==> src/coverage_accumulate_blend_core_defines.svh <==
// Assertion macros for the coverage accumulate blend core.
// Taken in by the top level; no other dependencies.
`ifndef COVERAGE_ACCUMULATE_BLEND_CORE_DEFINES_SVH
`define COVERAGE_ACCUMULATE_BLEND_CORE_DEFINES_SVH
`ifndef SYNTH
// same-cycle implication
`define CAB_ASSERT_IMPLY(label, clk, rst, ante, cons) \
   label: assert property (@(posedge clk) disable iff (rst) (ante) |-> (cons)) \
      else $error("cab: same-cycle check failed");
// next-cycle implication
`define CAB_ASSERT_NEXT(label, clk, rst, ante, cons) \
   label: assert property (@(posedge clk) disable iff (rst) (ante) |=> (cons)) \
      else $error("cab: next-cycle check failed");
`else
`define CAB_ASSERT_IMPLY(label, clk, rst, ante, cons)
`define CAB_ASSERT_NEXT(label, clk, rst, ante, cons)
`endif
`endif

==> src/cab_pkg.sv <==
// Shared types and constants of the coverage accumulate blend core.
// No dependencies; used by the front, back and top level.
`default_nettype none
package cab_pkg;

   // configuration register indexes
   localparam logic [2:0] REG_ROW_WIDTH    = 3'd0;
   localparam logic [2:0] REG_FRAME_HEIGHT = 3'd1;
   localparam logic [2:0] REG_ROW_STRIDE   = 3'd2;
   localparam logic [2:0] REG_CLIP_LEFT    = 3'd3;
   localparam logic [2:0] REG_CLIP_RIGHT   = 3'd4;

   localparam int CSR_IDX_W = 3;
   localparam int CSR_DATA_W = 13;

   // register reset values
   localparam logic [12:0] RESET_ROW_WIDTH    = 13'd640;
   localparam logic [12:0] RESET_FRAME_HEIGHT = 13'd480;
   localparam logic [12:0] RESET_ROW_STRIDE   = 13'd640;
   localparam logic [12:0] RESET_CLIP_LEFT    = 13'd0;
   localparam logic [12:0] RESET_CLIP_RIGHT   = 13'd640;

   // column counter stops here when a row never ends
   localparam logic [12:0] COL_MAX = 13'd8191;

   // alpha field holds 1.0 at the widest supported fraction
   localparam int ALPHA_W = 25;

   // output queue depth
   localparam int OUT_DEPTH = 2;

   typedef struct packed {
      logic                     en;
      logic [CSR_IDX_W-1:0]     index;
      logic [CSR_DATA_W-1:0]    data;
   } csr_write_type;

   // classified pixel handed from front to back
   typedef struct packed {
      logic                draw;
      logic [ALPHA_W-1:0]  alpha;
      logic [7:0]          red;
      logic [7:0]          green;
      logic [7:0]          blue;
      logic [7:0]          brush_a;
      logic [31:0]         dest;
      logic [23:0]         addr;
      logic                last;
   } mid_entry_type;

   // finished result
   typedef struct packed {
      logic        write_enable;
      logic [23:0] pixel_address;
      logic [31:0] pixel_value;
      logic        row_done;
   } rsp_entry_type;

endpackage
`default_nettype wire

==> src/cab_fifo.sv <==
// Small register queue used between front and back and at the result side.
// Depends on nothing.
`default_nettype none
module cab_fifo #(
   parameter int WIDTH = 8,
   parameter int DEPTH = 2
) (
   input  wire logic             clock,
   input  wire logic             reset,
   input  wire logic             push,
   input  wire logic [WIDTH-1:0] push_data,
   output      logic             full,
   input  wire logic             pop,
   output      logic [WIDTH-1:0] pop_data,
   output      logic             empty
);

   localparam int AW = (DEPTH > 1) ? $clog2(DEPTH) : 1;
   localparam int CW = $clog2(DEPTH + 1);

   logic [WIDTH-1:0] mem [DEPTH];
   logic [AW-1:0]    wr_ptr_ff, wr_ptr_in;
   logic [AW-1:0]    rd_ptr_ff, rd_ptr_in;
   logic [CW-1:0]    count_ff, count_in;
   logic             do_push, do_pop;

   assign full     = (count_ff == CW'(DEPTH));
   assign empty    = (count_ff == '0);
   assign do_push  = push && !full;
   assign do_pop   = pop && !empty;
   assign pop_data = mem[rd_ptr_ff];

   // pointer and fill count
   always_comb begin
      wr_ptr_in = wr_ptr_ff;
      rd_ptr_in = rd_ptr_ff;
      if (do_push) begin
         wr_ptr_in = (wr_ptr_ff == AW'(DEPTH - 1)) ? '0 : wr_ptr_ff + AW'(1);
      end
      if (do_pop) begin
         rd_ptr_in = (rd_ptr_ff == AW'(DEPTH - 1)) ? '0 : rd_ptr_ff + AW'(1);
      end
      count_in = count_ff + CW'(do_push) - CW'(do_pop);
   end

   always_ff @(posedge clock) begin
      if (reset) begin
         wr_ptr_ff <= '0;
         rd_ptr_ff <= '0;
         count_ff  <= '0;
      end else begin
         wr_ptr_ff <= wr_ptr_in;
         rd_ptr_ff <= rd_ptr_in;
         count_ff  <= count_in;
      end
   end

   // storage, no reset
   always_ff @(posedge clock) begin
      if (do_push) begin
         mem[wr_ptr_ff] <= push_data;
      end
   end

endmodule
`default_nettype wire

==> src/cab_front.sv <==
// Front part: configuration registers, coverage sum, column counter,
// clip and frame tests and pixel address. Depends on cab_pkg.
`default_nettype none
module cab_front #(
   parameter int COVERAGE_FRAC_BITS = 16
) (
   input  wire logic                   clock,
   input  wire logic                   reset,
   input  wire cab_pkg::csr_write_type csr,
   input  wire logic                   accept,
   input  wire logic signed [23:0]     coverage_delta,
   input  wire logic [31:0]            dest_pixel,
   input  wire logic [7:0]             brush_red,
   input  wire logic [7:0]             brush_green,
   input  wire logic [7:0]             brush_blue,
   input  wire logic [7:0]             brush_alpha,
   input  wire logic [11:0]            row_index,
   input  wire logic                   last_in_row,
   output      cab_pkg::mid_entry_type entry
);

   localparam int F = COVERAGE_FRAC_BITS;
   localparam logic [31:0] ONE = 32'd1 << F;
   localparam logic [31:0] ALPHA_MIN = ONE >> 8;

   logic [12:0] row_width_ff, frame_height_ff, row_stride_ff;
   logic [12:0] clip_left_ff, clip_right_ff;
   logic signed [31:0] sum_ff, sum_in;
   logic [12:0] col_ff, col_in;

   logic signed [32:0] sum_wide;
   logic signed [31:0] sum_sat;
   logic [31:0] mag, alpha;
   logic [24:0] addr_prod;
   logic [24:0] addr_full;
   logic        row_ok, col_ok;

   // configuration writes
   always_ff @(posedge clock) begin
      if (reset) begin
         row_width_ff    <= cab_pkg::RESET_ROW_WIDTH;
         frame_height_ff <= cab_pkg::RESET_FRAME_HEIGHT;
         row_stride_ff   <= cab_pkg::RESET_ROW_STRIDE;
         clip_left_ff    <= cab_pkg::RESET_CLIP_LEFT;
         clip_right_ff   <= cab_pkg::RESET_CLIP_RIGHT;
      end else if (csr.en) begin
         unique case (csr.index)
            cab_pkg::REG_ROW_WIDTH:    row_width_ff    <= csr.data;
            cab_pkg::REG_FRAME_HEIGHT: frame_height_ff <= csr.data;
            cab_pkg::REG_ROW_STRIDE:   row_stride_ff   <= csr.data;
            cab_pkg::REG_CLIP_LEFT:    clip_left_ff    <= csr.data;
            cab_pkg::REG_CLIP_RIGHT:   clip_right_ff   <= csr.data;
            default: ;
         endcase
      end
   end

   // saturating coverage sum and its clamped magnitude
   always_comb begin
      sum_wide = {sum_ff[31], sum_ff} + {{9{coverage_delta[23]}}, coverage_delta};
      if (sum_wide[32] != sum_wide[31]) begin
         sum_sat = sum_wide[32] ? 32'sh8000_0000 : 32'sh7FFF_FFFF;
      end else begin
         sum_sat = sum_wide[31:0];
      end
      mag   = sum_sat[31] ? (~sum_sat + 32'd1) : sum_sat;
      alpha = (mag >= ONE) ? ONE : mag;
   end

   // window tests and address
   always_comb begin
      row_ok    = ({1'b0, row_index} < frame_height_ff);
      col_ok    = (col_ff >= clip_left_ff) && (col_ff < clip_right_ff)
                  && (col_ff < row_width_ff);
      addr_prod = {13'd0, row_index} * {12'd0, row_stride_ff};
      addr_full = addr_prod + {12'd0, col_ff};
   end

   // classified entry for the queue
   always_comb begin
      entry.draw    = row_ok && col_ok && (alpha >= ALPHA_MIN);
      entry.alpha   = alpha[cab_pkg::ALPHA_W-1:0];
      entry.red     = brush_red;
      entry.green   = brush_green;
      entry.blue    = brush_blue;
      entry.brush_a = brush_alpha;
      entry.dest    = dest_pixel;
      entry.addr    = addr_full[23:0];
      entry.last    = last_in_row;
   end

   // row state advance
   always_comb begin
      sum_in = sum_ff;
      col_in = col_ff;
      if (accept) begin
         if (last_in_row) begin
            sum_in = '0;
            col_in = '0;
         end else begin
            sum_in = sum_sat;
            if (col_ff != cab_pkg::COL_MAX) begin
               col_in = col_ff + 13'd1;
            end
         end
      end
   end

   always_ff @(posedge clock) begin
      if (reset) begin
         sum_ff <= '0;
         col_ff <= '0;
      end else begin
         sum_ff <= sum_in;
         col_ff <= col_in;
      end
   end

endmodule
`default_nettype wire

==> src/cab_back.sv <==
// Back part: three-stage blend pipeline (scaled alpha, channel products,
// divide by 255 and pack). Depends on cab_pkg.
`default_nettype none
module cab_back #(
   parameter int COVERAGE_FRAC_BITS = 16
) (
   input  wire logic                   clock,
   input  wire logic                   reset,
   input  wire logic                   in_valid,
   input  wire cab_pkg::mid_entry_type in_entry,
   output      logic                   in_pop,
   output      logic                   out_push,
   output      cab_pkg::rsp_entry_type out_entry,
   input  wire logic                   out_full
);

   localparam int F = COVERAGE_FRAC_BITS;

   // rounded x / 255 already offset by 127; exact for x below 65280
   function automatic logic [7:0] div255(input logic [15:0] x);
      logic [16:0] t;
      t = {1'b0, x} + 17'd1 + {9'd0, x[15:8]};
      return t[15:8];
   endfunction

   logic en;
   logic v1_ff, v2_ff, v3_ff;

   // stage 1: scaled alpha
   logic [F+8:0] sa_prod;
   logic [7:0]   s1_sa_ff;
   logic         s1_draw_ff;
   logic [7:0]   s1_r_ff, s1_g_ff, s1_b_ff;
   logic [31:0]  s1_dest_ff;
   logic [23:0]  s1_addr_ff;
   logic         s1_last_ff;

   // stage 2: channel products
   logic [7:0]   inv;
   logic [15:0]  s2_r_ff, s2_g_ff, s2_b_ff, s2_a_ff;
   logic [7:0]   s2_sa_ff;
   logic         s2_we_ff;
   logic [31:0]  s2_dest_ff;
   logic [23:0]  s2_addr_ff;
   logic         s2_last_ff;

   // stage 3: packed result
   logic [8:0]   a_sum;
   logic [7:0]   a_val;
   cab_pkg::rsp_entry_type s3_ff;

   // whole pipe holds when the last stage cannot leave
   assign en        = !(v3_ff && out_full);
   assign in_pop    = en && in_valid;
   assign out_push  = v3_ff && !out_full;
   assign out_entry = s3_ff;

   always_ff @(posedge clock) begin
      if (reset) begin
         v1_ff <= 1'b0;
         v2_ff <= 1'b0;
         v3_ff <= 1'b0;
      end else if (en) begin
         v1_ff <= in_valid;
         v2_ff <= v1_ff;
         v3_ff <= v2_ff;
      end
   end

   assign sa_prod = {8'd0, in_entry.alpha[F:0]} * {{(F+1){1'b0}}, in_entry.brush_a};

   always_ff @(posedge clock) begin
      if (en) begin
         s1_sa_ff   <= sa_prod[F+7:F];
         s1_draw_ff <= in_entry.draw;
         s1_r_ff    <= in_entry.red;
         s1_g_ff    <= in_entry.green;
         s1_b_ff    <= in_entry.blue;
         s1_dest_ff <= in_entry.dest;
         s1_addr_ff <= in_entry.addr;
         s1_last_ff <= in_entry.last;
      end
   end

   assign inv = 8'd255 - s1_sa_ff;

   always_ff @(posedge clock) begin
      if (en) begin
         s2_r_ff    <= {8'd0, s1_r_ff} * {8'd0, s1_sa_ff}
                       + {8'd0, s1_dest_ff[7:0]} * {8'd0, inv} + 16'd127;
         s2_g_ff    <= {8'd0, s1_g_ff} * {8'd0, s1_sa_ff}
                       + {8'd0, s1_dest_ff[15:8]} * {8'd0, inv} + 16'd127;
         s2_b_ff    <= {8'd0, s1_b_ff} * {8'd0, s1_sa_ff}
                       + {8'd0, s1_dest_ff[23:16]} * {8'd0, inv} + 16'd127;
         s2_a_ff    <= {8'd0, s1_dest_ff[31:24]} * {8'd0, inv} + 16'd127;
         s2_sa_ff   <= s1_sa_ff;
         s2_we_ff   <= s1_draw_ff && (s1_sa_ff != 8'd0);
         s2_dest_ff <= s1_dest_ff;
         s2_addr_ff <= s1_addr_ff;
         s2_last_ff <= s1_last_ff;
      end
   end

   // destination alpha term plus source alpha, clamped
   always_comb begin
      a_sum = {1'b0, s2_sa_ff} + {1'b0, div255(s2_a_ff)};
      a_val = a_sum[8] ? 8'd255 : a_sum[7:0];
   end

   always_ff @(posedge clock) begin
      if (en) begin
         s3_ff.write_enable  <= s2_we_ff;
         s3_ff.pixel_address <= s2_addr_ff;
         s3_ff.row_done      <= s2_last_ff;
         s3_ff.pixel_value   <= s2_we_ff
            ? {a_val, div255(s2_b_ff), div255(s2_g_ff), div255(s2_r_ff)}
            : s2_dest_ff;
      end
   end

endmodule
`default_nettype wire

==> src/coverage_accumulate_blend_core.sv <==
// Top level of the coverage accumulate blend core.
// Depends on cab_pkg, cab_fifo, cab_front, cab_back and the defines header.
//
//   channel  direction  handshake          payload
//   req_     in         req_push/req_full  delta, dest pixel, brush, row, last
//   rsp_     out        rsp_pop/rsp_empty  write enable, address, value, row done
//   csr_     in         csr_write          csr_index, csr_data (13 bits)
//
// One request accepted per cycle while the front queue has room; a result
// passes through the front queue, the three blend stages and the result queue.
// Reset is synchronous: sum, column count, queues and registers to defaults.
// A stalled result side fills the output and front queues, then raises req_full.
`default_nettype none
`include "coverage_accumulate_blend_core_defines.svh"
module coverage_accumulate_blend_core #(
   parameter int COVERAGE_FRAC_BITS = 16,
   parameter int MID_DEPTH = 4
) (
   input  wire logic                  clock,
   input  wire logic                  reset,
   input  wire logic                  req_push,
   output      logic                  req_full,
   input  wire logic signed [23:0]    req_coverage_delta,
   input  wire logic [31:0]           req_dest_pixel,
   input  wire logic [7:0]            req_brush_red,
   input  wire logic [7:0]            req_brush_green,
   input  wire logic [7:0]            req_brush_blue,
   input  wire logic [7:0]            req_brush_alpha,
   input  wire logic [11:0]           req_row_index,
   input  wire logic                  req_last_in_row,
   output      logic                  rsp_empty,
   input  wire logic                  rsp_pop,
   output      logic                  rsp_write_enable,
   output      logic [23:0]           rsp_pixel_address,
   output      logic [31:0]           rsp_pixel_value,
   output      logic                  rsp_row_done,
   input  wire logic                  csr_write,
   input  wire logic [2:0]            csr_index,
   input  wire logic [12:0]           csr_data
);

   cab_pkg::csr_write_type csr;
   cab_pkg::mid_entry_type front_entry, mid_entry;
   cab_pkg::rsp_entry_type back_entry, rsp_entry;
   logic accept;
   logic mid_full, mid_empty, mid_pop;
   logic out_push, out_full;

   assign csr.en    = csr_write;
   assign csr.index = csr_index;
   assign csr.data  = csr_data;

   assign req_full = mid_full;
   assign accept   = req_push && !mid_full;

   // classify and accumulate
   cab_front #(
      .COVERAGE_FRAC_BITS(COVERAGE_FRAC_BITS)
   ) u_front (
      .clock          (clock),
      .reset          (reset),
      .csr            (csr),
      .accept         (accept),
      .coverage_delta (req_coverage_delta),
      .dest_pixel     (req_dest_pixel),
      .brush_red      (req_brush_red),
      .brush_green    (req_brush_green),
      .brush_blue     (req_brush_blue),
      .brush_alpha    (req_brush_alpha),
      .row_index      (req_row_index),
      .last_in_row    (req_last_in_row),
      .entry          (front_entry)
   );

   // queue between front and back
   cab_fifo #(
      .WIDTH($bits(cab_pkg::mid_entry_type)),
      .DEPTH(MID_DEPTH)
   ) u_mid_q (
      .clock     (clock),
      .reset     (reset),
      .push      (accept),
      .push_data (front_entry),
      .full      (mid_full),
      .pop       (mid_pop),
      .pop_data  (mid_entry),
      .empty     (mid_empty)
   );

   // blend pipeline
   cab_back #(
      .COVERAGE_FRAC_BITS(COVERAGE_FRAC_BITS)
   ) u_back (
      .clock     (clock),
      .reset     (reset),
      .in_valid  (!mid_empty),
      .in_entry  (mid_entry),
      .in_pop    (mid_pop),
      .out_push  (out_push),
      .out_entry (back_entry),
      .out_full  (out_full)
   );

   // result queue
   cab_fifo #(
      .WIDTH($bits(cab_pkg::rsp_entry_type)),
      .DEPTH(cab_pkg::OUT_DEPTH)
   ) u_out_q (
      .clock     (clock),
      .reset     (reset),
      .push      (out_push),
      .push_data (back_entry),
      .full      (out_full),
      .pop       (rsp_pop),
      .pop_data  (rsp_entry),
      .empty     (rsp_empty)
   );

   assign rsp_write_enable  = rsp_entry.write_enable;
   assign rsp_pixel_address = rsp_entry.pixel_address;
   assign rsp_pixel_value   = rsp_entry.pixel_value;
   assign rsp_row_done      = rsp_entry.row_done;

   // an accepted request is waiting in the front queue next cycle
   `CAB_ASSERT_NEXT(a_req_lands, clock, reset, accept, !mid_empty)
   // back part never takes from an empty front queue
   `CAB_ASSERT_IMPLY(a_pop_nonempty, clock, reset, mid_pop, !mid_empty)
   // back part never pushes into a full result queue
   `CAB_ASSERT_IMPLY(a_push_room, clock, reset, out_push, !out_full)
   // a pushed result makes the result side non-empty
   `CAB_ASSERT_NEXT(a_rsp_shows, clock, reset, out_push, !rsp_empty)

endmodule
`default_nettype wire
==> config.mk <==
export PLATFORM = sky130hd
export DESIGN_NAME = coverage_accumulate_blend_core
export DESIGN_NICKNAME = d
export VERILOG_FILES = /design/src/cab_pkg.sv /design/src/cab_fifo.sv /design/src/cab_front.sv /design/src/cab_back.sv /design/src/coverage_accumulate_blend_core.sv
export VERILOG_INCLUDE_DIRS = /design/src /design/src/src
export SDC_FILE = /design/constraint.sdc
export NUM_CORES = 2
export LEC_CHECK = 0
export ABC_CLOCK_PERIOD_IN_PS = 23700
export CAP_MARGIN = 25
export CORE_MARGIN = 1.5
export CORE_UTILIZATION = 53
export DETAILED_ROUTE_END_ITERATION = 10
export DONT_BUFFER_PORTS = 1
export GPL_ROUTABILITY_DRIVEN = 0
export PLACE_DENSITY = 0.68
export SLEW_MARGIN = 40
export SYNTH_ARGS = -nofsm -noshare
export SYNTH_HDL_FRONTEND = slang
export SYNTH_SLANG_ARGS = --single-unit
==> constraint.sdc <==
create_clock -name clock -period 23.7 [get_ports clock]
set_input_delay 5.925 -clock clock [delete_from_list [all_inputs] [get_ports clock]]
set_output_delay 5.925 -clock clock [all_outputs]
set_load 0.02 [all_outputs]
==> results by group <==
Status
  – Status: complete, no violations

Synthesis
  – Sequential fraction of the synthesis area: a little over two fifths
  – Synth cell types: 87
  – Top FF cell, synth: edfxtp_1
  – Syn Nets: roughly 6300
  – Number of synthesized flops with an enable pin: ~820
  – Mapped Avg Cell Area: roughly 12 um2
  – Synth Cell Area: between 60000 and 70000 um2
  – Yosys warnings: 0
  – Async set-reset flop share out of synthesis: 0%
  – Yosys reg bits: about 950
  – Mapped Cells: 5177

Placed design
  – I/O Buffers: 0
  – HPWL Detailed: between 90000 and 100000 um
  – DP Area: around 64000 um2

Route
  – Vias per cell: 5.54
  – Via count: ~37000
  – DRT iter0 DRCs: approximately 2600
  – Drt total wl: ~130000 um
  – Remaining antenna violation count: 0
  – # DRC: 0
  – DR WL/cell: about 19 um
  – TritonRoute pass-1 iters: 6

Final layout
  – Final Net Count: about 6300
  – Area Overhead vs Synth: 7.91%
  – Seq. cell area: approximately 27000 um2
  – Layout cell share with drive strength beyond 1: approximately 8.0%
  – Fin util: a little under three fifths
  – Multi-input gate area: between 30000 and 40000 um2
  – Most common cell after layout, fill and taps aside: edfxtp_1
  – FILL cells: just under 10000
  – Most frequent cells in the layout: edfxtp_1, inv_1, fa_1
  – Final Instance Area: about 68000 um2

Critical path
  – Critical path class: primary input to flop
  – CP Capture Type: flop
  – CP Launch Type: primary input
  – Critical Path Max Stage Delay: between 0.9 and 1 ns
  – CP max FO: 19
  – CP max stage cell: or4_2
  – CP Cell Sequence: ha_1, a21oi_1, o21ai_0, a211oi_2, a211oi_2, o21ai_2, nand2_1, nand2_1, nor2_1, nor2_1, ha_1, inv_1, a311o_1, nor3b_4, nand3_1, xor2_1, o32a_1, or4_2, a2111oi_4
  – CP arrival: ~12 ns
  – Required @ worst endpoint: between 20 and 25 ns

STA
  – Max Freq: about 83 MHz
  – Fin crit period: 11.98 ns
  – Final setup vio count: 0
  – Unrepaired setup endpoints after global routing: false
  – Tcrit/Tclk final: between 50% and 60%
  – Worst-margin pin slew: between 0.8 and 0.9 ns
  – Setup total negative slack: 0 ns
  – Worst Skew: around 0.037 ns
  – Max-slew violations: 0
  – Hold Fails Final Rpt: 0
  – Rel. slew slack: between 40% and 50%

Global route
  – Vias in the first global route: approximately 40000
  – GRT Overall Usage: approximately 22%
  – Largest net degree at the start of global routing: around 120
  – Initial antenna violation count: 4
  – First-pass GRT wire length: 212000 um
  – Total grt overflow: 0

Clock network
  – CTS tree: yes
  – CTS Buf Count: around 100
  – CTS Sinks: 949
  – PostCTS Resize Cnt: 0
  – Clk pin slew, worst setup/hold paths: around 0.06 ns
  – Worst-Skew Late Latency: about 0.73 ns
  – CTS Root Cell: clkbuf_16
  – Clk buf depth: 3
  – Setup bufs post-CTS: 0
  – Hold buffers post-CTS: 0
  – Max H-tree Level: 3

Min path
  – Hold crit path type: flop to flop

Floorplan
  – Die ar.: roughly 120000 um2
  – Core footprint: about 120000 um2
  – # rows: roughly 130
  – IO Pins: about 180
  – Starting Density: ~53%
  – Die Wd: 347 um
  – Die H: 347 um

Run
  – Total of max-cap violations: 0
## metal layers
metal,GRT usage (%),vias to the layer above,wire [um]
li1,-,17300,-
met2,36.0,893,60300
met3,5.33,173,9480
met5,0,-,7
met4,5.94,2,2730
met1,30.5,19000,57900
## cell families after synthesis
group | Yosys count | synth area share (%)
buf+inv | 911 | 5.48
simple gates | 1395 | 11.2
xor+xnor | 183 | 2.55
mux | 171 | 4.97
flops | 949 | 43.3
fa+ha+maj | 1003 | 26.7
compound gates | 565 | 5.84
## registers in the layout, indices dropped and copies added, names as in the netlist, 16 cells and up, named ones only
| register | flops |
|---|---|
| u_back.s2_dest_ff | 32 |
| u_back.s2_g_ff | 16 |
| u_back.s2_r_ff | 16 |
| u_out_q.mem | 116 |
| u_front.sum_ff | 32 |
| u_back.s1_dest_ff | 32 |
| u_back.out_entry | 58 |
| u_back.s2_b_ff | 16 |
| u_mid_q.mem | 428 |
| u_back.s1_addr_ff | 24 |
| u_back.s2_addr_ff | 24 |
| u_back.s2_a_ff | 16 |
## path summary, 6_finish.rpt
kind	startpoint	to	slack, ns	cells after the start
setup / recovery	req_coverage_delta[10]	u_mid_q.mem[0][90]	11.72	19
hold / removal	u_back.s2_addr_ff[5]	u_back.out_entry[38]	0.41	0
setup reg to reg	u_front.sum_ff[10]	u_mid_q.mem[0][90]	16.59	19
hold reg to reg	u_back.s2_addr_ff[5]	u_back.out_entry[38]	0.41	0
## Yosys cell counts (127+ instances only)
| master | count | share of area, % |
|---|---|---|
| a21oi_1 | 224 | 1.8 |
| and2_1 | 210 | 2.1 |
| clkbuf_1 | 146 | 0.87 |
| dfxtp_1 | 127 | 4.0 |
| edfxtp_1 | 822 | 39 |
| fa_1 | 563 | 18 |
| ha_1 | 436 | 8.7 |
| inv_1 | 731 | 4.4 |
| nand2_1 | 502 | 3.0 |
| nand2b_1 | 181 | 1.8 |
| nor2_1 | 193 | 1.2 |
| nor2b_1 | 135 | 1.3 |
## critical path: cells and delay by family
family | cells | cell delay [ns]
AO/OA/AOI/OAI | 8 | 3.02
XOR/XNOR | 1 | 0.16
adder cells (fa/ha/maj) | 2 | 0.71
buffers and inverters | 1 | 0.11
AND/OR/NAND/NOR | 7 | 2.52
## layout make-up
cell class                 count  share of cell area (%)
antenna                        2                 0.00737
clock inverter                61                   0.975
timing repair buffer          34                   0.540
inverter                     733                    4.05
sequential                   949                    40.1
clock buffer                 124                    3.90
multi-input combinational   3317                    47.6
tap                         1536                    2.83
## through the flow
| stage | worst slack [ns] | instances | hold WS [ns] |
|---|---|---|---|
| final | 11.72 | 6756 | 0.414 |
| after global routing | 11.29 | 6754 | 0.422 |
| after CTS | 11.90 | 6751 | 0.417 |
| after detailed placement | 11.15 | 6566 | 0.405 |
| after global placement | 11.14 | 6564 | 0.401 |
| after floorplan | 12.37 | 5177 | 0.400 |
Power is not shown: default switching activity piles up to over one toggle a cycle in this logic, so the estimate is an artifact.
